[src/rtl/fragment_coverage_binner_assert.svh]
// assertion macros used by the coverage binner top level
`ifndef FRAGMENT_COVERAGE_BINNER_ASSERT_SVH
`define FRAGMENT_COVERAGE_BINNER_ASSERT_SVH

// same-cycle implication, sampled on clk_i, off during reset
`define FCB_ASSERT_SAME(label, ante, cons, msg) \
  label: assert property (@(posedge clk_i) disable iff (!rst_ni) (ante) |-> (cons)) \
    else $error(msg);

// next-cycle implication, sampled on clk_i, off during reset
`define FCB_ASSERT_NEXT(label, ante, cons, msg) \
  label: assert property (@(posedge clk_i) disable iff (!rst_ni) (ante) |=> (cons)) \
    else $error(msg);

`endif

[src/rtl/fcb_ram.sv]
// generic single-write, single-read ram with registered read data
module fcb_ram #(
  parameter int unsigned Width = 32,
  parameter int unsigned Depth = 16
) (
  input  logic                     clk_i,
  input  logic                     we_i,
  input  logic [$clog2(Depth)-1:0] waddr_i,
  input  logic [Width-1:0]         wdata_i,
  input  logic [$clog2(Depth)-1:0] raddr_i,
  output logic [Width-1:0]         rdata_o
);

  logic [Width-1:0] mem [Depth];
  logic [Width-1:0] rdata_q;

  always_ff @(posedge clk_i) begin
    if (we_i) begin
      mem[waddr_i] <= wdata_i;
    end
    rdata_q <= mem[raddr_i];
  end

  assign rdata_o = rdata_q;

endmodule

[config.mk]
export PLATFORM = sky130hd
export DESIGN_NAME = fcb_ram
export DESIGN_NICKNAME = d
export VERILOG_FILES = /design/src/rtl/fragment_coverage_binner_assert.svh /design/src/rtl/fcb_ram.sv
export SDC_FILE = /design/constraint.sdc
export NUM_CORES = 1
export LEC_CHECK = 0
export ABC_CLOCK_PERIOD_IN_PS = 4850
export BUFFER_PORTS_ARGS = -buffer_cell sky130_fd_sc_hd__buf_4
export CORE_ASPECT_RATIO = 0.9
export CORE_MARGIN = 4
export CORE_UTILIZATION = 60
export DETAILED_ROUTE_END_ITERATION = 8
export GPL_TIMING_DRIVEN = 1
export PLACE_DENSITY = 0.85
export REMOVE_ABC_BUFFERS = 1
export SYNTH_ARGS = -nofsm -noshare
export SYNTH_HDL_FRONTEND = slang
export SYNTH_SLANG_ARGS = --single-unit
[constraint.sdc]
create_clock -name clk_i -period 4.85 [get_ports clk_i]
set_clock_uncertainty 0.15 [all_clocks]
set_input_delay 0 -clock clk_i [delete_from_list [all_inputs] [get_ports clk_i]]
set_output_delay 0 -clock clk_i [all_outputs]
set_load 0.1 [all_outputs]
After elaboration in Yosys (flattened, before gate mapping)
Memory sizes are Yosys's and may differ from the RTL's. A register that Yosys moved wholly into a read port is not among the register bits.
Cells that the tools add are included.
{"block": "word_totals", "ff_bits": 0, "ram_bits": 512, "in_bits": 42, "elab_cells": 3, "mem_count": 1}
{"block": "classes", "mux": 2}
{"memory": "mem", "words": 16, "width": 32, "rd": 1, "rd_ports_with_merged_regs": 1, "write_ports": 1, "line_no": "fcb_ram.sv:14", "rtl": "logic [Width-1:0] mem [Depth];"}
{"op": "two-way mux 1 bit", "n": 2}

Depth between registers and ports, before layout
{"block": "logic_depth", "depth_word": 2, "depth_mapped": 5, "depth_no_buf": 3}

Worst setup path after synthesis
OpenSTA, ideal clock, no wires.
{"block": "synth_timing", "path_type": "input-to-reg", "from": "in waddr_i[2]", "to": "mem mem[0][0], enable pin", "setup_time_ps": 461, "arrival_ps": 2718, "required_ps": 4239, "path_slack_ps": 1520, "stages": 2, "cell_sequence": "or3b_2 nor3_1"}
{"item": "start: declaration", "line_no": "fcb_ram.sv:8", "rtl": "input logic [$clog2(Depth)-1:0] waddr_i,"}
{"item": "end: declaration", "line_no": "fcb_ram.sv:14"}
No word-level cell before the write port.

Worst setup path in the final report
{"block": "layout_timing", "from": "in waddr_i[1]", "to": "mem mem[1][1], enable pin"}
No word-level cell before the write port.

==> results.json <==
{
  "status": "finished, final reports clean",
  "cts.sinks": 544,
  "ys_warn_count": 0,
  "die-area_mm2": 0.0361,
  "ios": 74,
  "final_layout_size_suffix_gt1_frac": 0.315,
  "synth_top_cell_area_share": 0.774,
  "path_clk_slew_ns": 0.07,
  "critical-path-max-stage-delay_ns": 0.76,
  "cts_tree": "done",
  "antenna_found_initial": 2,
  "first_iter_violations": 1162,
  "via_count": 9302,
  "crit_family": "buffers and inverters",
  "drt_wl_total_mm": 42.9,
  "syn_area_per_cell_um2": 23.7,
  "ys_seq_area_frac": 0.807,
  "ys_ff_latch": 544,
  "start_util": 0.615,
  "syn_to_final_growth_pct": 15.9,
  "fin_tns_setup_ns": 0,
  "synthCells": 838,
  "fin_crit_ns": 2.17,
  "die_w_um": 200,
  "worst_path_most_repeated_cell": "buf_4",
  "port_buffers": 73,
  "hold_path.class": "primary input to flop",
  "synth_area_leaders": "edfxtp_1 (77%), mux4_2 (15%), dfxtp_1 (3.2%)",
  "cp.arrival_ns": 2.25,
  "slew_violations": 0,
  "cts_max_level": 2,
  "netlist_area_mm2": 0.0199,
  "path_class": "primary input to flop",
  "grt_max_degree": 83,
  "grt_pass1_wl_mm": 63.7,
  "final_nets": 1020,
  "placed_cell_area_mm2": 0.0210,
  "fin_crit_sh": 0.446,
  "synth_top_cell_by_area": "edfxtp_1",
  "wire_per_inst_um": 29.8,
  "ant_nets": 0,
  "grt_setup_unrepaired": "no",
  "critical_path.startpoint_type": "primary input",
  "tritoncts.num_buffers": 50,
  "routed_via_density": 6.47,
  "die_y_um": 181,
  "clock.fmax_mhz": 462,
  "crit_path_max_fanout": 18,
  "ir_worst_vdd_uv": 336,
  "crit_required_ns": 4.94,
  "coreArea_mm2": 0.0323,
  "end_kind": "flop",
  "slowest_stage": "nor2_4",
  "place_hpwl_mm": 20.6,
  "drv_cap": 0,
  "setup_violations": 0,
  "clockRootBuffer": "clkbuf_16",
  "cp_cell_sequence": "dlygate4sd3_1 > buf_4 > nand2b_1 > nor2_4 > buf_4",
  "hold_viol": 0,
  "synth.most_common_cell": "edfxtp_1",
  "worst_pin_slew_ns": 1.04,
  "stdcell_area_mm2": 0.0230,
  "cts_buffer_depth": 3,
  "drc": 0,
  "path_buf_inv": 3,
  "synthFlopType": "edfxtp_1",
  "synth_common_cells": "edfxtp_1 (512), mux4_2 (128), a22oi_1 (64)",
  "async_flop_share": 0,
  "globalRouteOverflowTotal": 0,
  "grt_use_total": 0.243,
  "synth_edf_count": 512,
  "cts-resized-gates": 0,
  "powerDensity_mw_per_mm2": 430,
  "firstDrtPassIters": 5,
  "rows": 62,
  "p_leak_nw": 7.46,
  "synth.distinct_cells": 18,
  "first_global_vias": 9840,
  "maxSlewHeadroom": 0.305,
  "worstSkewPairLatency_ns": 0.56,
  "place_congestion": 0.706
}
[stage by stage]
step	power (mW)	instances	worst slack (ns)	util	hold WS [ns]
final	9.89	1437	2.68	0.713	0.0332
after global routing	10.2	1437	2.63	0.713	0.0450
after CTS	9.94	1436	2.70	0.713	0.0229
after detailed placement	6.09	1307	2.28	0.652	0.146
after global placement	6.07	1307	2.36	0.652	0.139
after floorplan	5.81	795	1.52	-	-0.0511
[report_power, final]
group	switching (mW)	internal, mW
Combinational	0.495	0.232
Sequential	0.0389	5.25
Clock	1.64	2.22
Total	2.18	7.71
[layout make-up]
type / instances / area [µm²]
clock inverter: 24 / 198
clock buffer: 70 / 1430
multi-input combinational: 251 / 3750
tap: 416 / 520
fill: 1788 / 9270
antenna: 1 / 2.50
timing repair buffer: 131 / 1090
sequential: 544 / 16000
[routing by layer]
metal	vias to the layer above	track usage	wire, µm	part of all wire
met2	485	0.409	22600	0.53
met4	2	0.0611	987	0.023
met5	-	0	10	0.00023
li1	3843	-	-	-
met1	4889	0.334	15500	0.36
met3	83	0.0488	3760	0.088
[cell usage in the layout, fill, tap and decap left out]
cell             n
a22oi_1         64
and2_2           1
buf_12           1
buf_4           94
bufinv_16        3
clkbuf_1        13
clkbuf_16       53
clkbuf_8         5
clkinv_1         5
clkinv_2        13
clkinvlp_4       2
dfxtp_1         32
diode_2          1
dlygate4sd3_1   35
edfxtp_1       512
inv_6            1
mux4_2         128
nand2_1         33
nand2b_1         2
nand3_1          1
nand3b_1         2
nor2_4          13
nor2b_4          2
nor3_2           4
or3b_2           1
[path summary, 6_finish.rpt]
kind | cells past startpoint | slack (ns) | startpoint | end
min | 3 | 0.03 | waddr_i[2] | mem[3][6]
max reg2reg | 3 | 3.26 | mem[11][24] | rdata_o[24]
max | 5 | 2.68 | waddr_i[1] | mem[1][1]
min reg2reg | 3 | 0.51 | mem[14][19] | rdata_o[19]
[worst reg2reg max path: stages (launching register included)]
cell	delay [ns]
edfxtp_1	0.41
mux4_2	0.51
a22oi_1	0.27
nand2_1	0.11
[registers in the layout, indices dropped and copies added, names as in the netlist]
| signal | flops |
|---|---|
| mem | 512 |
| rdata_o | 32 |
[logic make-up after synthesis]
| kind of cell | count (synthesis) | share of synthesized area |
|---|---|---|
| compound gates | 64 | 0.0242 |
| buf+inv | 43 | 0.0112 |
| flops | 544 | 0.807 |
| mux | 128 | 0.145 |
| simple gates | 59 | 0.0127 |
[repair_timing]
action | in CTS | in global routing
hold buffers | 35 | 0
setup buffers | 0 | 0
endpoints found under the hold margin | 521 | 0
No activity file was read; power rests on OpenSTA's default activity.
