File: src/rtl/fragment_coverage_binner_assert.svh
// assertion macros used by the coverage binner top level
`ifndef FRAGMENT_COVERAGE_BINNER_ASSERT_SVH
`define FRAGMENT_COVERAGE_BINNER_ASSERT_SVH

// same-cycle implication, sampled on clk_i, off during reset
`define FCB_ASSERT_SAME(label, ante, cons, msg) \
  label: assert property (@(posedge clk_i) disable iff (!rst_ni) (ante) |-> (cons)) \
    else $error(msg);

// next-cycle implication, sampled on clk_i, off during reset
`define FCB_ASSERT_NEXT(label, ante, cons, msg) \
  label: assert property (@(posedge clk_i) disable iff (!rst_ni) (ante) |=> (cons)) \
    else $error(msg);

`endif

File: src/rtl/fcb_pkg.sv
// types and constants of the fragment coverage binner
package fcb_pkg;

  // item and result field widths
  localparam int unsigned EndW     = 30;
  localparam int unsigned WeightW  = 16;
  localparam int unsigned BinIdxW  = 18;
  localparam int unsigned ValueW   = 32;

  // configuration registers
  localparam int unsigned CfgIdxW  = 3;
  localparam int unsigned CfgDataW = 30;
  localparam int unsigned BinSizeW = 20;
  localparam int unsigned LenW     = 16;
  localparam int unsigned ChromW   = 30;
  localparam int unsigned GainW    = 16;

  localparam logic [BinSizeW-1:0] BinSizeRst = 20'd100;
  localparam logic [LenW-1:0]     LenRst     = 16'd0;
  localparam logic [ChromW-1:0]   ChromRst   = 30'h3FFF_FFFF;
  localparam logic [GainW-1:0]    GainRst    = 16'd256;

  // datapath widths
  localparam int unsigned PosW     = 33;  // signed positions, window start may go negative
  localparam int unsigned QuotW    = 32;  // bin numbers and divider dividend
  localparam int unsigned CountW   = 32;  // stored bin count
  localparam int unsigned ProdW    = CountW + GainW;
  localparam int unsigned GainFrac = 8;

  localparam int unsigned LongFragment = 300;

  typedef logic signed [PosW-1:0] fcb_pos_t;

  typedef enum logic [CfgIdxW-1:0] {
    REG_BIN_SIZE,
    REG_CENTER_LEN,
    REG_READ_REGION,
    REG_CHROM_LEN,
    REG_FWD_LEN,
    REG_REV_LEN,
    REG_GAIN
  } fcb_reg_e;

  typedef enum logic [3:0] {
    ST_CLEAR,
    ST_IDLE,
    ST_ORDER,
    ST_WINDOW,
    ST_CLAMP,
    ST_PLAN,
    ST_DIV_LO,
    ST_WAIT_LO,
    ST_DIV_HI,
    ST_WAIT_HI,
    ST_RANGE,
    ST_RMW_RD,
    ST_RMW_WR,
    ST_RD_ADDR,
    ST_RD_MUL,
    ST_RD_OUT
  } fcb_state_e;

  typedef struct packed {
    logic latch;
    logic order;
    logic window;
    logic clamp;
    logic plan;
    logic div_start;
    logic div_hi;
    logic lo_take;
    logic hi_take;
    logic span_next;
    logic range_load;
    logic rmw_wr;
    logic j_inc;
    logic mul;
    logic out_load;
    logic clr_wr;
  } fcb_cmd_t;

  typedef struct packed {
    logic in_kind;
    logic in_dup;
    logic clr_last;
    logic div_done;
    logic span_empty;
    logic span_last;
    logic more_spans;
  } fcb_stat_t;

endpackage

File: src/rtl/fcb_ctrl.sv
// controller state machine: clearing pass, fragment sequencing, bin readout
module fcb_ctrl import fcb_pkg::*; (
  input  logic      clk_i,
  input  logic      rst_ni,
  input  logic      item_valid_i,
  output logic      item_ready_o,
  input  logic      result_ready_i,
  output logic      result_valid_o,
  input  fcb_stat_t stat_i,
  output fcb_cmd_t  cmd_o
);

  fcb_state_e state_q, state_d;
  logic       out_valid_q, out_valid_d;

  always_comb begin
    state_d = state_q;
    case (state_q)
      ST_CLEAR: begin
        if (stat_i.clr_last) state_d = ST_IDLE;
      end
      ST_IDLE: begin
        if (item_valid_i) begin
          if (stat_i.in_kind) begin
            state_d = ST_RD_ADDR;
          end else if (!stat_i.in_dup) begin
            state_d = ST_ORDER;
          end
        end
      end
      ST_ORDER:  state_d = ST_WINDOW;
      ST_WINDOW: state_d = ST_CLAMP;
      ST_CLAMP:  state_d = ST_PLAN;
      ST_PLAN:   state_d = ST_DIV_LO;
      ST_DIV_LO: state_d = ST_WAIT_LO;
      ST_WAIT_LO: begin
        if (stat_i.div_done) state_d = ST_DIV_HI;
      end
      ST_DIV_HI: state_d = ST_WAIT_HI;
      ST_WAIT_HI: begin
        if (stat_i.div_done) state_d = ST_RANGE;
      end
      ST_RANGE: begin
        if (!stat_i.span_empty) begin
          state_d = ST_RMW_RD;
        end else if (stat_i.more_spans) begin
          state_d = ST_DIV_LO;
        end else begin
          state_d = ST_IDLE;
        end
      end
      ST_RMW_RD: state_d = ST_RMW_WR;
      ST_RMW_WR: begin
        if (!stat_i.span_last) begin
          state_d = ST_RMW_RD;
        end else if (stat_i.more_spans) begin
          state_d = ST_DIV_LO;
        end else begin
          state_d = ST_IDLE;
        end
      end
      ST_RD_ADDR: state_d = ST_RD_MUL;
      ST_RD_MUL:  state_d = ST_RD_OUT;
      ST_RD_OUT: begin
        if (!out_valid_q || result_ready_i) state_d = ST_IDLE;
      end
      default: state_d = ST_CLEAR;
    endcase
  end

  always_comb begin
    cmd_o        = '0;
    item_ready_o = 1'b0;
    case (state_q)
      ST_CLEAR: cmd_o.clr_wr = 1'b1;
      ST_IDLE: begin
        item_ready_o = 1'b1;
        cmd_o.latch  = item_valid_i;
      end
      ST_ORDER:  cmd_o.order  = 1'b1;
      ST_WINDOW: cmd_o.window = 1'b1;
      ST_CLAMP:  cmd_o.clamp  = 1'b1;
      ST_PLAN:   cmd_o.plan   = 1'b1;
      ST_DIV_LO: cmd_o.div_start = 1'b1;
      ST_WAIT_LO: cmd_o.lo_take = stat_i.div_done;
      ST_DIV_HI: begin
        cmd_o.div_start = 1'b1;
        cmd_o.div_hi    = 1'b1;
      end
      ST_WAIT_HI: begin
        cmd_o.div_hi  = 1'b1;
        cmd_o.hi_take = stat_i.div_done;
      end
      ST_RANGE: begin
        cmd_o.range_load = 1'b1;
        cmd_o.span_next  = stat_i.span_empty && stat_i.more_spans;
      end
      ST_RMW_RD: ;
      ST_RMW_WR: begin
        cmd_o.rmw_wr    = 1'b1;
        cmd_o.j_inc     = !stat_i.span_last;
        cmd_o.span_next = stat_i.span_last && stat_i.more_spans;
      end
      ST_RD_ADDR: ;
      ST_RD_MUL:  cmd_o.mul = 1'b1;
      ST_RD_OUT:  cmd_o.out_load = !out_valid_q || result_ready_i;
      default: ;
    endcase
  end

  // output slot empties when taken, refills on load
  always_comb begin
    out_valid_d = out_valid_q && !result_ready_i;
    if (cmd_o.out_load) out_valid_d = 1'b1;
  end

  always_ff @(posedge clk_i or negedge rst_ni) begin
    if (!rst_ni) begin
      state_q     <= ST_CLEAR;
      out_valid_q <= 1'b0;
    end else begin
      state_q     <= state_d;
      out_valid_q <= out_valid_d;
    end
  end

  assign result_valid_o = out_valid_q;

endmodule

File: config.mk
export PLATFORM = sky130hd
export DESIGN_NAME = fcb_ctrl
export DESIGN_NICKNAME = d
export VERILOG_FILES = /design/src/rtl/fragment_coverage_binner_assert.svh /design/src/rtl/fcb_pkg.sv /design/src/rtl/fcb_ctrl.sv
export SDC_FILE = /design/constraint.sdc
export NUM_CORES = 1
export LEC_CHECK = 0
export BUFFER_PORTS_ARGS = -buffer_cell sky130_fd_sc_hd__buf_4
export CORE_UTILIZATION = 48
export CTS_BUF_LIST = sky130_fd_sc_hd__clkbuf_4
export CTS_CLUSTER_DIAMETER = 40
export DETAILED_ROUTE_END_ITERATION = 10
export GPL_ROUTABILITY_DRIVEN = 1
export GPL_TIMING_DRIVEN = 0
export PLACE_DENSITY = 0.81
export SLEW_MARGIN = 10
export SYNTH_ARGS = -nofsm -noshare
export SYNTH_HDL_FRONTEND = slang
export SYNTH_SLANG_ARGS = --single-unit
export TNS_END_PERCENT = 10
File: constraint.sdc
create_clock -name clk_i -period 1.7 [get_ports clk_i]
set_input_delay 0.17 -clock clk_i [delete_from_list [all_inputs] [get_ports clk_i]]
set_output_delay 0.17 -clock clk_i [all_outputs]
set_load 0.05 [all_outputs]
After elaboration in Yosys (flattened, before gate mapping). Index checks and enable logic that the tools add are counted.

Input port bits: 11. Output and inout bits: 18. Logic and storage cells: 62. Bits in registers: 5.

Equality and inequality tests: 21. Reduce and logical (&&, ||, !) cells: 11. Mux-type cells: 28.

Operators by type and width (number): $pmux 4 s16 (1); $mux 4 (9); $eq 4x4->1 const B (8); $eq 4x3->1 const B (4); $mux 1 (15); $ne 2x2->1 const B (5); $eq 4x2->1 const B (2); $reduce_and 6->1 (1); $eq 4x1->1 const B (1); $logic_not 4->1 (1); $reduce_or 2->1 (2); $logic_and 1x1->1 (3); $logic_not 1->1 (3); $mux 3 (1); $ne 3x3->1 const B (1); $mux 2 (1); $pmux 1 s2 (1); $logic_or 1x1->1 (1).

Logic depth before layout (Yosys ltp).
Depth in word-level cells: 4. Mapped depth: 6. Mapped depth without buffers: 5.

Worst setup path before layout. OpenSTA, ideal clock, no wires.

Path type: reg2reg. Start point: register state_q[1]. End point: register state_q[0]. Setup time: 0.212 ns. Required time: 1.488 ns. Arrival: 2.514 ns. Slack: -1.026 ns. Stages on the path, launching flop included: 5. Cells stage by stage: dfrtp_1 -> clkbuf_1 -> buf_2 -> nor4_1 -> a2bb2oi_1.

Word-level cells in the longest chain between the ends: 3.

Ends and longest elaborated chain: start: declaration (line fcb_ctrl.sv:13) `fcb_state_e state_q, state_d;`; start signal: assignment (line fcb_ctrl.sv:122) `state_q <= state_d;`; $eq 4x1->1, or another cell as far along (line fcb_ctrl.sv:18) `case (state_q)`; $ne 3x3->1 (no source line) or $ne 2x2->1 (tied branches); $reduce_and 6->1 (no source line).

Several ways; a longest one is shown, not always the timed one. A chain may end at the register's enable or synchronous reset.

Worst setup path after layout.
Start point: register state_q[2]. End point: register state_q[3].

Same word-level chain as after synthesis.

==> flow_summary.ini <==
[floorplanning]
fp.dieH_um = 38.89
dieArea_um2 = 1512
row_count = 12
ioPinCount = 29
core_um2 = 1186
fp.dieW_um = 38.89
start_util_pct = 55.06

[worst_setup_path]
cp-start-kind = flip-flop
worst-path-buf-inv = 1
cp_slowest_cell = dfrtp_2
cpPeakStageDelay_ns = 0.44
worstPathArrival_ns = 1.91
cp-end-kind = flip-flop
cp_top_family = compound AO/OA/AOI/OAI gates
cp.required_ns = 1.82
worstSetupPathType = reg -> reg
rrSetupSlack_ns = -0.09
path_cells = buf_4 -> nand4_1 -> nor3_2 -> a221oi_4 -> o221ai_2 -> a22o_1
worstPathMaxFanout = 6

[sta]
max_freq_mhz = 559.9
slew_headroom_pct = 72.13
hold_viol_final = 0
final.min_clock_period_ns = 1.786
tightest_slew_ns = 0.4137
finalCritPeriodShare_pct = 105.1
setup_slack_ns = -0.08608
setup_viol = 9
finalMaxSlewViolations = 0
hold_slack_ns = 0.1606
fin_skew_ns = 0.009908
rsz0062_at_grt = yes

[grt]
gr-total-overflow = 0
antenna_found_initial = 0
first_global_vias = 773
grt_usage_pct = 30.78
grt_pass1_wl_um = 3243
grt_max_degree = 11

[pwr]
clock_power_share_pct = 5.6
comb_power_share_pct = 84.8
p_per_area_nw_per_um2 = 2431
p_switching_w = 0.001525
p_sw_share_pct = 55.23
internal_power_w = 0.001236
p_leak_nw = 0.5180
power_frac_seq_pct = 9.5
peakVddDrop_mv = 1.794

[routing]
via_count = 1012
first_pass_iters = 4
drt_iter0_drc = 85
routed_wl_um = 3174
vias_per_cell = 6.792
drt-wirelength-per-cell_um = 21.30
drc = 0
ant_nets = 0

[finish]
finish.net_count = 147
n_fill_cell = 28
postLayoutCoreUtil_pct = 95.78
antennaDiodeCount = 0
final-instance-count-excl-fill = 149
drive_above_1_share_pct = 48.89
area_delta_synth_final_pct = 73.95

[placed_design]
io_buffer_count = 28
place_hpwl_um = 1396
globalplace.congestion = 0.8944
placed_cells = 134

[clocking]
clk_root_buffer_cell = clkbuf_4
clock_latency_ns = 0.25
clkSinkCount = 5
path_clk_slew_ns = 0.05
cts_tree = built
cts.htree.levels = 1
numCtsBuffers = 3
cts_max_path_buffers = 2

[logic_synthesis]
synth_seq_cells = 5
synth_edf_count = 0
syn_nets = 103
synth_most_common_cell = nor2_1
yosysSeqAreaShare_pct = 19.16
synth-main-ff-cell = dfrtp_1
synth.avg_cell_area_um2 = 7.099
synth_top_area_share_pct = 19.16
syn-cell-area_um2 = 653.1
yosysTopAreaCell = dfrtp_1
async_reset_ff_share_pct = 100.0
synth.top_cells.by_count = nor2_1 (10), a21oi_1 (9), nor3_1 (8)
synth_cells = 92
synth.distinct_cells = 38
netlist_top_cells_area = dfrtp_1 (19%), a21oi_1 (6.9%), nor3_1 (6.1%)
synth_warnings = 0

[run_status]
status = complete, but fails checks
violations = setup timing

[job]
maxCapViolCount = 0

[worst_hold_path]
hold_class = in -> reg
-- final timing paths --
path | start | to | cells past startpoint
max | state_q[2]$_DFFE_PN0P_ | state_q[3]$_DFFE_PN0P_ | 6
min | result_ready_i | result_valid_o$_DFF_PN0_ | 2
max reg2reg | state_q[2]$_DFFE_PN0P_ | state_q[3]$_DFFE_PN0P_ | 6
min reg2reg | result_valid_o$_DFF_PN0_ | result_valid_o$_DFF_PN0_ | 2
max in group asynchronous | rst_ni | state_q[1]$_DFFE_PN0P_ | 2
min in group asynchronous | rst_ni | state_q[2]$_DFFE_PN0P_ | 2
-- power groups by stage --
stage                     Clock (W)  Combinational, W  Sequential (W)
final                      0.000155           0.00234        0.000264
after global routing       0.000162           0.00245        0.000266
after CTS                  0.000151           0.00196        0.000240
after detailed placement          0           0.00172        0.000260
after global placement            0           0.00170        0.000256
after floorplan                   0           0.00131        0.000277
-- cell usage in the layout, fill, tap and decap left out, types with 3 or more instances in the layout --
master,synthesis,final
buf_4,0,35
buf_6,1,8
inv_1,6,6
nor2b_1,5,3
nor2_1,10,10
clkbuf_4,0,4
nand2_1,5,5
a21oi_1,9,9
o21ai_0,6,5
nor3_1,8,5
dfrtp_1,5,3
-- flip-flops by register name, summed over array words and instances (netlist names) --
name	flops
result_valid_o	1
state_q	4
-- routing by layer --
layer	vias to the layer above	GRT usage (%)	share of wire (%)
li1	419	-	-
met1	449	35.66	33
met2	112	53.75	47
met3	32	4.046	12
met4	0	16.38	7.1
met5	-	0	0
-- through the flow --
stage	setup TNS, ns	instance area [um2]	worst slack, ns	power [W]
6_report	-0.3622	1136	-0.08608	0.002761
5_1_grt	-0.6733	1136	-0.1329	0.002874
4_1_cts	-0.05472	1041	-0.03123	0.002350
3_5_place_dp	-0.1730	918.4	-0.07521	0.001983
3_3_place_gp	-0.1243	918.4	-0.06088	0.001955
2_1_floorplan	-2.956	690.7	-0.3808	0.001590
-- cell families (layout without fill, tap and decap cells) --
| family | count (synthesis) | after routing | synth area share, % |
|---|---|---|---|
| AOI/OAI and AO/OA | 28 | 28 | 30.65 |
| muxes | 2 | 2 | 3.831 |
| and+or+nand+nor | 42 | 42 | 35.06 |
| DFF | 5 | 5 | 19.16 |
| xor gates and xnor gates | 1 | 1 | 1.341 |
| buffers and inverters | 14 | 57 | 9.961 |
-- what timing repair did --
item	in CTS	in global routing
gates resized for setup	18	16
hold endpoints to repair	5	0
buffers inserted	4	6
pin swaps	0	6
gates cloned	0	0
endpoints found under the setup margin	11	11
hold buffers	1	0
-- final cells by class --
class | instances | area, um2 | area share (%)
multi-input cells | 73 | 540.5 | 47.58
repair buffers | 39 | 317.8 | 27.97
flip-flops and latches | 5 | 127.6 | 11.23
plain buffers | 8 | 80.08 | 7.048
clock buffers | 4 | 30.03 | 2.643
inverters | 6 | 22.52 | 1.982
well taps | 14 | 17.52 | 1.542
No activity file was read; power rests on OpenSTA's default activity.
