===== src/rtl/fragment_coverage_binner_assert.svh =====
// assertion macros used by the coverage binner top level
`ifndef FRAGMENT_COVERAGE_BINNER_ASSERT_SVH
`define FRAGMENT_COVERAGE_BINNER_ASSERT_SVH

// same-cycle implication, sampled on clk_i, off during reset
`define FCB_ASSERT_SAME(label, ante, cons, msg) \
  label: assert property (@(posedge clk_i) disable iff (!rst_ni) (ante) |-> (cons)) \
    else $error(msg);

// next-cycle implication, sampled on clk_i, off during reset
`define FCB_ASSERT_NEXT(label, ante, cons, msg) \
  label: assert property (@(posedge clk_i) disable iff (!rst_ni) (ante) |=> (cons)) \
    else $error(msg);

`endif


===== src/rtl/fcb_pkg.sv =====
// types and constants of the fragment coverage binner
package fcb_pkg;

  // item and result field widths
  localparam int unsigned EndW     = 30;
  localparam int unsigned WeightW  = 16;
  localparam int unsigned BinIdxW  = 18;
  localparam int unsigned ValueW   = 32;

  // configuration registers
  localparam int unsigned CfgIdxW  = 3;
  localparam int unsigned CfgDataW = 30;
  localparam int unsigned BinSizeW = 20;
  localparam int unsigned LenW     = 16;
  localparam int unsigned ChromW   = 30;
  localparam int unsigned GainW    = 16;

  localparam logic [BinSizeW-1:0] BinSizeRst = 20'd100;
  localparam logic [LenW-1:0]     LenRst     = 16'd0;
  localparam logic [ChromW-1:0]   ChromRst   = 30'h3FFF_FFFF;
  localparam logic [GainW-1:0]    GainRst    = 16'd256;

  // datapath widths
  localparam int unsigned PosW     = 33;  // signed positions, window start may go negative
  localparam int unsigned QuotW    = 32;  // bin numbers and divider dividend
  localparam int unsigned CountW   = 32;  // stored bin count
  localparam int unsigned ProdW    = CountW + GainW;
  localparam int unsigned GainFrac = 8;

  localparam int unsigned LongFragment = 300;

  typedef logic signed [PosW-1:0] fcb_pos_t;

  typedef enum logic [CfgIdxW-1:0] {
    REG_BIN_SIZE,
    REG_CENTER_LEN,
    REG_READ_REGION,
    REG_CHROM_LEN,
    REG_FWD_LEN,
    REG_REV_LEN,
    REG_GAIN
  } fcb_reg_e;

  typedef enum logic [3:0] {
    ST_CLEAR,
    ST_IDLE,
    ST_ORDER,
    ST_WINDOW,
    ST_CLAMP,
    ST_PLAN,
    ST_DIV_LO,
    ST_WAIT_LO,
    ST_DIV_HI,
    ST_WAIT_HI,
    ST_RANGE,
    ST_RMW_RD,
    ST_RMW_WR,
    ST_RD_ADDR,
    ST_RD_MUL,
    ST_RD_OUT
  } fcb_state_e;

  typedef struct packed {
    logic latch;
    logic order;
    logic window;
    logic clamp;
    logic plan;
    logic div_start;
    logic div_hi;
    logic lo_take;
    logic hi_take;
    logic span_next;
    logic range_load;
    logic rmw_wr;
    logic j_inc;
    logic mul;
    logic out_load;
    logic clr_wr;
  } fcb_cmd_t;

  typedef struct packed {
    logic in_kind;
    logic in_dup;
    logic clr_last;
    logic div_done;
    logic span_empty;
    logic span_last;
    logic more_spans;
  } fcb_stat_t;

endpackage


===== src/rtl/fcb_div.sv =====
// bit-serial restoring divider: position magnitude by bin size
module fcb_div import fcb_pkg::*; (
  input  logic                clk_i,
  input  logic                rst_ni,
  input  logic                start_i,
  input  logic [QuotW-1:0]    dividend_i,
  input  logic [BinSizeW-1:0] divisor_i,
  output logic                done_o,
  output logic [QuotW-1:0]    quot_o
);

  localparam int unsigned CntW = $clog2(QuotW + 1);

  logic [QuotW-1:0]    quo_q;
  logic [BinSizeW-1:0] rem_q;
  logic [CntW-1:0]     cnt_q;
  logic                busy_q;
  logic                done_q;
  logic [BinSizeW:0]   rem_sh;
  logic [BinSizeW:0]   diff;
  logic                ge;

  always_comb begin
    rem_sh = {rem_q, quo_q[QuotW-1]};
    diff   = rem_sh - {1'b0, divisor_i};
    ge     = !diff[BinSizeW];
  end

  always_ff @(posedge clk_i) begin
    if (start_i) begin
      quo_q <= dividend_i;
      rem_q <= '0;
    end else if (busy_q) begin
      rem_q <= ge ? diff[BinSizeW-1:0] : rem_sh[BinSizeW-1:0];
      quo_q <= {quo_q[QuotW-2:0], ge};
    end
  end

  always_ff @(posedge clk_i or negedge rst_ni) begin
    if (!rst_ni) begin
      cnt_q  <= '0;
      busy_q <= 1'b0;
      done_q <= 1'b0;
    end else begin
      done_q <= busy_q && (cnt_q == CntW'(1));
      if (start_i) begin
        cnt_q  <= CntW'(QuotW);
        busy_q <= 1'b1;
      end else if (busy_q) begin
        cnt_q <= cnt_q - 1'b1;
        if (cnt_q == CntW'(1)) begin
          busy_q <= 1'b0;
        end
      end
    end
  end

  assign done_o = done_q;
  assign quot_o = quo_q;

endmodule


===== src/rtl/fcb_datapath.sv =====
// datapath: config registers, fragment geometry, divider, bin update and readout
module fcb_datapath import fcb_pkg::*; #(
  parameter int unsigned NUM_BINS = 262144
) (
  input  logic                        clk_i,
  input  logic                        rst_ni,
  input  logic                        cfg_we_i,
  input  logic [CfgIdxW-1:0]          cfg_idx_i,
  input  logic [CfgDataW-1:0]         cfg_data_i,
  input  logic                        kind_i,
  input  logic [EndW-1:0]             end_a_i,
  input  logic [EndW-1:0]             end_b_i,
  input  logic [WeightW-1:0]          weight_i,
  input  logic                        is_duplicate_i,
  input  logic [BinIdxW-1:0]          bin_index_i,
  input  fcb_cmd_t                    cmd_i,
  output fcb_stat_t                   stat_o,
  output logic                        ram_we_o,
  output logic [$clog2(NUM_BINS)-1:0] ram_waddr_o,
  output logic [CountW-1:0]           ram_wdata_o,
  output logic [$clog2(NUM_BINS)-1:0] ram_raddr_o,
  input  logic [CountW-1:0]           ram_rdata_i,
  output logic [ValueW-1:0]           bin_value_o
);

  localparam int unsigned AddrW = $clog2(NUM_BINS);
  localparam logic [QuotW-1:0] MaxBin = QuotW'(NUM_BINS - 1);
  localparam logic [QuotW-1:0] NumBins = QuotW'(NUM_BINS);

  // configuration
  logic [BinSizeW-1:0] bin_size_q;
  logic [LenW-1:0]     center_len_q;
  logic                rro_q;
  logic [ChromW-1:0]   chrom_q;
  logic [LenW-1:0]     fwd_len_q;
  logic [LenW-1:0]     rev_len_q;
  logic [GainW-1:0]    gain_q;

  // latched transaction
  logic               kind_q;
  logic [EndW-1:0]    a_q;
  logic [EndW-1:0]    b_q;
  logic [WeightW-1:0] w_q;
  logic [BinIdxW-1:0] idx_q;
  logic               rd_ok_q;

  // fragment geometry
  fcb_pos_t s_q, e_q, t_q;
  fcb_pos_t p_lo0_q, p_hi0_q, p_lo1_q, p_hi1_q;
  logic     two_q;
  logic     span_sel_q;

  fcb_pos_t a_pos, b_pos, cl_pos, fwd_pos, rev_pos;
  fcb_pos_t ord_s, ord_e, t_d;
  fcb_pos_t t_rnd, half, win_s, win_e;
  fcb_pos_t lim, clp_s, clp_e;
  fcb_pos_t diff, hi0_d;
  logic     long_frag;
  fcb_pos_t cur_lo, cur_hi, div_op, div_abs;

  // bins
  logic [BinSizeW-1:0] d_eff;
  logic                div_done;
  logic [QuotW-1:0]    quot;
  logic [QuotW-1:0]    lo_bin_q, hi_bin_q;
  logic                hi_neg_q;
  logic [AddrW-1:0]    j_q;
  logic [AddrW-1:0]    clr_q;
  logic [QuotW-1:0]    idx_ext;
  logic [CountW:0]     sum;
  logic [CountW-1:0]   wsum;
  logic [ProdW-1:0]    prod_q;
  logic [ValueW-1:0]   value_q;
  logic [ValueW-1:0]   value_d;

  always_ff @(posedge clk_i or negedge rst_ni) begin
    if (!rst_ni) begin
      bin_size_q   <= BinSizeRst;
      center_len_q <= LenRst;
      rro_q        <= 1'b0;
      chrom_q      <= ChromRst;
      fwd_len_q    <= LenRst;
      rev_len_q    <= LenRst;
      gain_q       <= GainRst;
    end else if (cfg_we_i) begin
      case (fcb_reg_e'(cfg_idx_i))
        REG_BIN_SIZE:    bin_size_q   <= cfg_data_i[BinSizeW-1:0];
        REG_CENTER_LEN:  center_len_q <= cfg_data_i[LenW-1:0];
        REG_READ_REGION: rro_q        <= cfg_data_i[0];
        REG_CHROM_LEN:   chrom_q      <= cfg_data_i[ChromW-1:0];
        REG_FWD_LEN:     fwd_len_q    <= cfg_data_i[LenW-1:0];
        REG_REV_LEN:     rev_len_q    <= cfg_data_i[LenW-1:0];
        REG_GAIN:        gain_q       <= cfg_data_i[GainW-1:0];
        default: ;
      endcase
    end
  end

  always_ff @(posedge clk_i) begin
    if (cmd_i.latch) begin
      kind_q  <= kind_i;
      a_q     <= end_a_i;
      b_q     <= end_b_i;
      w_q     <= weight_i;
      idx_q   <= bin_index_i;
      rd_ok_q <= {{(QuotW-BinIdxW){1'b0}}, bin_index_i} < NumBins;
    end
  end

  always_comb begin
    a_pos   = fcb_pos_t'({{(PosW-EndW){1'b0}}, a_q});
    b_pos   = fcb_pos_t'({{(PosW-EndW){1'b0}}, b_q});
    cl_pos  = fcb_pos_t'({{(PosW-LenW){1'b0}}, center_len_q});
    fwd_pos = fcb_pos_t'({{(PosW-LenW){1'b0}}, fwd_len_q});
    rev_pos = fcb_pos_t'({{(PosW-LenW){1'b0}}, rev_len_q});

    ord_s = (a_pos < b_pos) ? a_pos : b_pos;
    ord_e = (a_pos < b_pos) ? b_pos : a_pos;
    // sum of the ends does not depend on their order
    t_d   = a_pos + b_pos - cl_pos;

    // halve toward zero
    t_rnd = t_q + fcb_pos_t'({{(PosW-1){1'b0}}, t_q[PosW-1]});
    half  = {t_rnd[PosW-1], t_rnd[PosW-1:1]};
    win_s = (center_len_q != '0) ? half : s_q;
    win_e = (center_len_q != '0) ? half + cl_pos : e_q;

    lim   = fcb_pos_t'({{(PosW-ChromW){1'b0}}, chrom_q}) - fcb_pos_t'(1);
    clp_s = s_q[PosW-1] ? '0 : s_q;
    clp_e = (e_q > lim) ? lim : e_q;

    diff      = e_q - s_q;
    long_frag = rro_q && (diff > fcb_pos_t'(LongFragment));
    hi0_d     = long_frag ? s_q + fwd_pos : e_q;

    cur_lo  = span_sel_q ? p_lo1_q : p_lo0_q;
    cur_hi  = span_sel_q ? p_hi1_q : p_hi0_q;
    div_op  = cmd_i.div_hi ? cur_hi : cur_lo;
    div_abs = div_op[PosW-1] ? -div_op : div_op;
    d_eff   = (bin_size_q == '0) ? BinSizeW'(1) : bin_size_q;
  end

  always_ff @(posedge clk_i) begin
    if (cmd_i.order) begin
      s_q <= ord_s;
      e_q <= ord_e;
      t_q <= t_d;
    end else if (cmd_i.window) begin
      s_q <= win_s;
      e_q <= win_e;
    end else if (cmd_i.clamp) begin
      s_q <= clp_s;
      e_q <= clp_e;
    end
    if (cmd_i.plan) begin
      p_lo0_q <= s_q;
      p_hi0_q <= hi0_d;
      p_lo1_q <= e_q - rev_pos;
      p_hi1_q <= e_q;
    end
  end

  always_ff @(posedge clk_i or negedge rst_ni) begin
    if (!rst_ni) begin
      two_q      <= 1'b0;
      span_sel_q <= 1'b0;
      clr_q      <= '0;
    end else begin
      if (cmd_i.plan) begin
        two_q      <= long_frag;
        span_sel_q <= 1'b0;
      end else if (cmd_i.span_next) begin
        span_sel_q <= 1'b1;
      end
      if (cmd_i.clr_wr) begin
        clr_q <= clr_q + 1'b1;
      end
    end
  end

  fcb_div u_div (
    .clk_i      (clk_i),
    .rst_ni     (rst_ni),
    .start_i    (cmd_i.div_start),
    .dividend_i (div_abs[QuotW-1:0]),
    .divisor_i  (d_eff),
    .done_o     (div_done),
    .quot_o     (quot)
  );

  // a negative low end always lands on bin zero after clamping
  always_ff @(posedge clk_i) begin
    if (cmd_i.lo_take) begin
      lo_bin_q <= cur_lo[PosW-1] ? '0 : quot;
    end
    if (cmd_i.hi_take) begin
      hi_neg_q <= cur_hi[PosW-1] && (quot != '0);
      if (cur_hi[PosW-1]) begin
        hi_bin_q <= '0;
      end else begin
        hi_bin_q <= (quot > MaxBin) ? MaxBin : quot;
      end
    end
    if (cmd_i.range_load) begin
      j_q <= lo_bin_q[AddrW-1:0];
    end else if (cmd_i.j_inc) begin
      j_q <= j_q + 1'b1;
    end
  end

  always_comb begin
    sum     = {1'b0, ram_rdata_i} + {{(CountW+1-WeightW){1'b0}}, w_q};
    wsum    = sum[CountW] ? '1 : sum[CountW-1:0];
    idx_ext = {{(QuotW-BinIdxW){1'b0}}, idx_q};
    if (!rd_ok_q) begin
      value_d = '0;
    end else if (|prod_q[ProdW-1:ValueW+GainFrac]) begin
      value_d = '1;
    end else begin
      value_d = prod_q[ValueW+GainFrac-1:GainFrac];
    end
  end

  always_ff @(posedge clk_i) begin
    if (cmd_i.mul) begin
      prod_q <= {{(ProdW-CountW){1'b0}}, ram_rdata_i} * {{(ProdW-GainW){1'b0}}, gain_q};
    end
    if (cmd_i.out_load) begin
      value_q <= value_d;
    end
  end

  assign ram_we_o    = cmd_i.clr_wr || cmd_i.rmw_wr;
  assign ram_waddr_o = cmd_i.clr_wr ? clr_q : j_q;
  assign ram_wdata_o = cmd_i.clr_wr ? '0 : wsum;
  assign ram_raddr_o = kind_q ? idx_ext[AddrW-1:0] : j_q;
  assign bin_value_o = value_q;

  always_comb begin
    stat_o.in_kind    = kind_i;
    stat_o.in_dup     = is_duplicate_i;
    stat_o.clr_last   = (clr_q == MaxBin[AddrW-1:0]);
    stat_o.div_done   = div_done;
    stat_o.span_empty = hi_neg_q || (lo_bin_q > hi_bin_q);
    stat_o.span_last  = (j_q == hi_bin_q[AddrW-1:0]);
    stat_o.more_spans = two_q && !span_sel_q;
  end

endmodule


===== config.mk =====
export PLATFORM = sky130hd
export DESIGN_NAME = fcb_datapath
export DESIGN_NICKNAME = d
export VERILOG_FILES = /design/src/rtl/fragment_coverage_binner_assert.svh /design/src/rtl/fcb_pkg.sv /design/src/rtl/fcb_div.sv /design/src/rtl/fcb_datapath.sv
export SDC_FILE = /design/constraint.sdc
export NUM_CORES = 2
export LEC_CHECK = 0
export ABC_CLOCK_PERIOD_IN_PS = 18900
export BUFFER_PORTS_ARGS = -buffer_cell sky130_fd_sc_hd__buf_4
export CAP_MARGIN = 40
export CORE_MARGIN = 2
export CORE_UTILIZATION = 60
export CTS_CLUSTER_SIZE = 30
export DETAILED_ROUTE_END_ITERATION = 10
export GPL_TIMING_DRIVEN = 1
export MAX_ROUTING_LAYER = met4
export PLACE_DENSITY_LB_ADDON = 0.25
export SETUP_SLACK_MARGIN = 0.15
export SYNTH_ARGS = -nofsm -noshare
export SYNTH_HDL_FRONTEND = slang
export SYNTH_SLANG_ARGS = --single-unit

===== constraint.sdc =====
create_clock -name clk_i -period 18.9 [get_ports clk_i]
set_input_delay 3.78 -clock clk_i [delete_from_list [all_inputs] [get_ports clk_i]]
set_output_delay 3.78 -clock clk_i [all_outputs]
set_load 0.01 [all_outputs]

### Word-level counts from Yosys, hierarchy flattened

Cells that the tools add are included.

* register bits: 684
* bits in latches: 0
* bits in writable memories: 0
* bits in read-only memories: 0
* input bits: 180
* output and inout port bits: 108
* logic and storage cells: 130
* memories: 0

* add/sub/neg operators: 14
* multipliers: 1
* div/mod/pow operators: 0
* magnitude comparators: 5
* equality and inequality tests: 10
* shift-type cells: 0
* multiplexer cells: 35
* bitwise gates (word level): 0
* reductions and logical operators: 30

Operator list (number)
* $mux 33: 13
* $mux 32: 6
* $mux 18: 5
* $mux 30: 2
* $mul 32x16->48: 1
* $mux 20: 2
* $add 18x1->18 const B: 2
* $add 32x16->33: 1
* $add 32x17->33: 1
* $add 33x17->33: 1
* $add 33x2->33: 1
* $gt 33x10->1 const B: 1
* $gt 33x31->1: 1
* $sub 33x17->33: 1
* $sub 33x33->33: 1
* $gt 32x18->1 const B: 1
* $gt 32x32->1: 1
* $neg 32->32: 1
* $reduce_bool 32->1: 1
* $sub 31x16->32: 1
* $add 30x30->31: 1
* $sub 30x1->31 const B: 1
* $lt 30x30->1: 1
* $sub 21x20->21: 1
* other kinds (22): 47

### Depth between registers and ports, before layout

* depth in word-level cells: 6
* mapped depth: 25
* gate-level depth less buffers: 24

### Hierarchy

Synthesis repeated with hierarchy kept, for this count alone.

* cells, all modules: 5398
* area, all modules: 55612.1 um2

Modules (own cells, without submodules)
* fcb_datapath: instances 1, cells an instance 5038, area each 51949.8 um2
* fcb_div: instances 1, cells an instance 360, area each 3662.3 um2

### Least setup slack after synthesis

Ideal clock, no wire load.

* path type: input port to flip-flop
* start: input ram_rdata_i[16]
* end: register prod_q[47], data pin
* library setup time: 0.260 ns
* arrival: 10.067 ns
* required time: 18.640 ns
* slack: 8.573 ns
* stages on the path: 23
* path buffers: 2
* cell sequence: clkbuf_1 -> clkbuf_1 -> nand2_1 -> fa_1 -> fa_1 -> fa_1 -> inv_1 -> fa_1 -> fa_1 -> inv_1 -> fa_1 -> inv_1 -> ha_1 -> and4_1 -> a2111oi_0 -> a21oi_1 -> a31o_2 -> a21o_1 -> o41a_1 -> a211oi_1 -> o31ai_1 -> a21oi_1 -> xnor2_1

* longest elaborated chain between the ends: 1

Ends and longest elaborated chain
* start: declaration: RTL line fcb_datapath.sv:22 `input logic [CountW-1:0] ram_rdata_i,`
* $mul 32x16->48: RTL line fcb_datapath.sv:226 `prod_q <= {{(ProdW-CountW){1'b0}}, ram_rdata_i} * {{(ProdW-GainW){1'b0}}, gain_q};`
* end signal: assignment: RTL line fcb_datapath.sv:226
* end: declaration: RTL line fcb_datapath.sv:72 `logic [ProdW-1:0] prod_q;`

Every way passes these cells.
A chain may end at the register's enable or synchronous reset.

### Worst setup path in the final report

* start: input ram_rdata_i[0]
* end: output ram_wdata_o[23]

* longest elaborated chain between the ends: 3

Ends and longest elaborated chain
* $add 32x16->33: RTL line fcb_datapath.sv:212 `sum = {1'b0, ram_rdata_i} + {{(CountW+1-WeightW){1'b0}}, w_q};`
* $mux 32: RTL line fcb_datapath.sv:213 `wsum = sum[CountW] ? '1 : sum[CountW-1:0];`
* $mux 32: RTL line fcb_datapath.sv:235 `assign ram_wdata_o = cmd_i.clr_wr ? '0 : wsum;`
* end: declaration: RTL line fcb_datapath.sv:20 `output logic [CountW-1:0] ram_wdata_o,`

Every way passes these cells.

==> qor.csv <==
metric,value,unit
yosys_register_bits,675,
critical_path.endpoint_type,primary output,
slew_viol_final,0,
syn_to_final_growth,10.90,%
yosysUniqueCellTypes,90,
drt_first_pass_iters,7,
critical_path_class,in -> out,
avgSynthCellArea,10.30,um^2
synth.top_cell.area_share,27.44,%
start_util,60.31,%
clock-sinks,675,
hold_buffers,0,
crit_path_max_fanout,27,
cts-buffers-inserted,79,
yosysTopAreaCell,edfxtp_1,
ff2ff_path_depth,21,
viasPerCell,5.813,
finClkSkew,0.03439,ns
synth-edff-count,512,
die-area,95850,um^2
holdPathEnd,clr_q[16]$_DFFE_PN0P_,
cts_setup_buffers,0,
status,"complete, no violations",
gp_congestion,0.9299,
die_height,309.6,um
tns,0,ns
rows,112,
grt_max_degree,76,
ys_seq_area_share,34.62,%
worstHoldStart,clr_q[16]$_DFFE_PN0P_,
io_buffers,285,
hpwl,103800,um
start_kind,primary input,
grt_pass1_vias,40640,
grt_pass1_wl,219100,um
layout-drive-gt1-share,13.43,%
finalSetupViolations,0,
crit_path_start,ram_rdata_i[0],
grt_overflow_total,0,
synth.area.top_cells,"edfxtp_1, fa_1, ha_1, inv_1, dfrtp_1",
crit_required,15.12,ns
maxCapViolCount,0,
antenna_found_initial,5,
clock_insertion_delay_worst_skew,0.67,ns
drt-total-wl,138100,um
synth_cells,5439,
clk_pin_slew,0.06,ns
antenna_left,0,
drt-wirelength-per-cell,19.82,um
drc_errors,0,
post-route-period-util,59.05,%
core,92910,um^2
cts_resized,0,
worstReg2RegEnd,prod_q[47]$_DFFE_PP_,
synth_area,56030,um^2
relSlewSlack,37.47,%
rr_startpoint,gain_q[8]$_DFFE_PN1P_,
whs_path_depth,1,
hold_viol,0,
rsz0062_at_grt,false,
postSynth.asyncResetShare,21.19,%
ys.flop_type,edfxtp_1,
cts_root_buf,clkbuf_16,
tightest_slew,0.9258,ns
cts_tree,yes,
nFillCells,7212,
via_count,40520,
io_pins,288,
cts_buffer_depth,3,
ys_warn_count,0,
drt_iter0_drc,3487,
period_needed,11.16,ns
grt.total_usage,30.16,%
rrSetupSlack,11.09,ns
htreeDepth,3,
max_freq,89.61,MHz
arrival,7.38,ns
dieWidth,309.6,um
hp-class,reg -> reg,
nNetsFinal,6644,
[synthesized netlist by cell type (all sizes together) (15+ instances only)]
cell and number:
a31oi 21, o21bai 24, buf 36, dfstp 34, edfxtp 512, mux4 32
xnor2 214, nor2b 42, o21ai 164, o21a 61, nand2 506, dfxtp 20
nor3 75, ha 379, nor2 276, clkbuf 179, a211oi 53, nand3 72
inv 759, and2 262, o211ai 15, nor4 47, fa 439, dfrtp 109
or3 30, nand2b 43, a21oi 240, xor2 112, nand4 51, mux2 171
and3 34, a21o 63, or2 57, and4 17, mux2i 92
[registers in the layout, summed over array words and instances, names as in the netlist, 18 cells and up]
| signal | cells |
|---|---|
| hi_bin_q | 32 |
| u_div.quot_o | 32 |
| bin_size_q | 20 |
| chrom_q | 30 |
| s_q | 33 |
| a_q | 30 |
| t_q | 32 |
| p_hi1_q | 33 |
| u_div.rem_q | 20 |
| b_q | 30 |
| p_lo0_q | 33 |
| p_hi0_q | 33 |
| bin_value_o | 32 |
| j_q | 18 |
| idx_q | 18 |
| prod_q | 40 |
| p_lo1_q | 33 |
| e_q | 33 |
| clr_q | 18 |
| lo_bin_q | 32 |
[worst max-delay path by stage]
| stage | to | cells after the start |
|---|---|---|
| 3_5_place_dp | ram_wdata_o[23] | 15 |
| 3_3_place_gp | ram_wdata_o[23] | 15 |
| 4_1_cts | ram_wdata_o[23] | 15 |
| 2_1_floorplan | prod_q[47]$_DFFE_PP_ | 23 |
| 6_report | ram_wdata_o[23] | 15 |
| 5_1_grt | ram_wdata_o[23] | 15 |
[cell usage in the layout (no fill, tap or decap), types with 163 or more instances in the layout]
cell,Yosys,layout
inv_1,757,757
edfxtp_1,512,512
nand2_1,506,506
fa_1,439,439
ha_1,379,379
buf_4,3,317
nor2_1,276,275
and2_1,262,262
a21oi_1,239,238
xnor2_1,214,214
o21ai_0,163,163
[through the flow]
step	hold slack (ns)	util [%]	instances	area, um^2	setup WS (ns)
2_1_floorplan	0.4264	-	5452	56080	8.573
3_3_place_gp	0.4676	63.77	6809	59250	7.923
3_5_place_dp	0.4813	63.93	6819	59400	7.826
4_1_cts	0.4845	66.87	6966	62130	7.828
5_1_grt	0.5038	66.88	6970	62140	7.352
6_report	0.4893	66.88	6970	62140	7.740
[cell families after synthesis]
logic type	share of synthesized area, %
compound gates	9.124
xor+xnor	5.096
fa+ha+maj	24.15
buf+inv	6.623
flops	34.62
mux	6.554
other cells	0.006692
simple gates	13.84
[critical path: stages]
cell and delay, ns:
buf_4 0.16, ha_1 0.22, inv_1 0.07, fa_1 0.20
nor2b_1 0.06, o21a_1 0.17, o21ai_0 0.26, a21oi_1 0.15
o41ai_1 0.77, o211a_1 0.31, or4_1 0.73, nand2_1 0.11
mux2i_1 0.16, nor2_1 0.05, buf_4 0.17
[area by class of cell]
class	instances	area (um^2)	area share [%]
Antenna cell	4	10.01	0.01611
Sequential cell	675	19400	31.22
Inverter	760	2853	4.591
Multi-Input combinational cell	3802	33040	53.16
Clock inverter	48	615.6	0.9907
Timing Repair Buffer	328	2546	4.098
Clock buffer	99	2113	3.401
Tap cell	1254	1569	2.525
[metal layers]
metal / part of all wire [%] / GRT usage [%]
met3: 7.1 / 4.789
met1: 43 / 40.81
met2: 47 / 47.05
met4: 3.2 / 9.347
met5: 0 / -
Power is not shown: default switching activity piles up to over one toggle a cycle in this logic, so the estimate is an artifact.
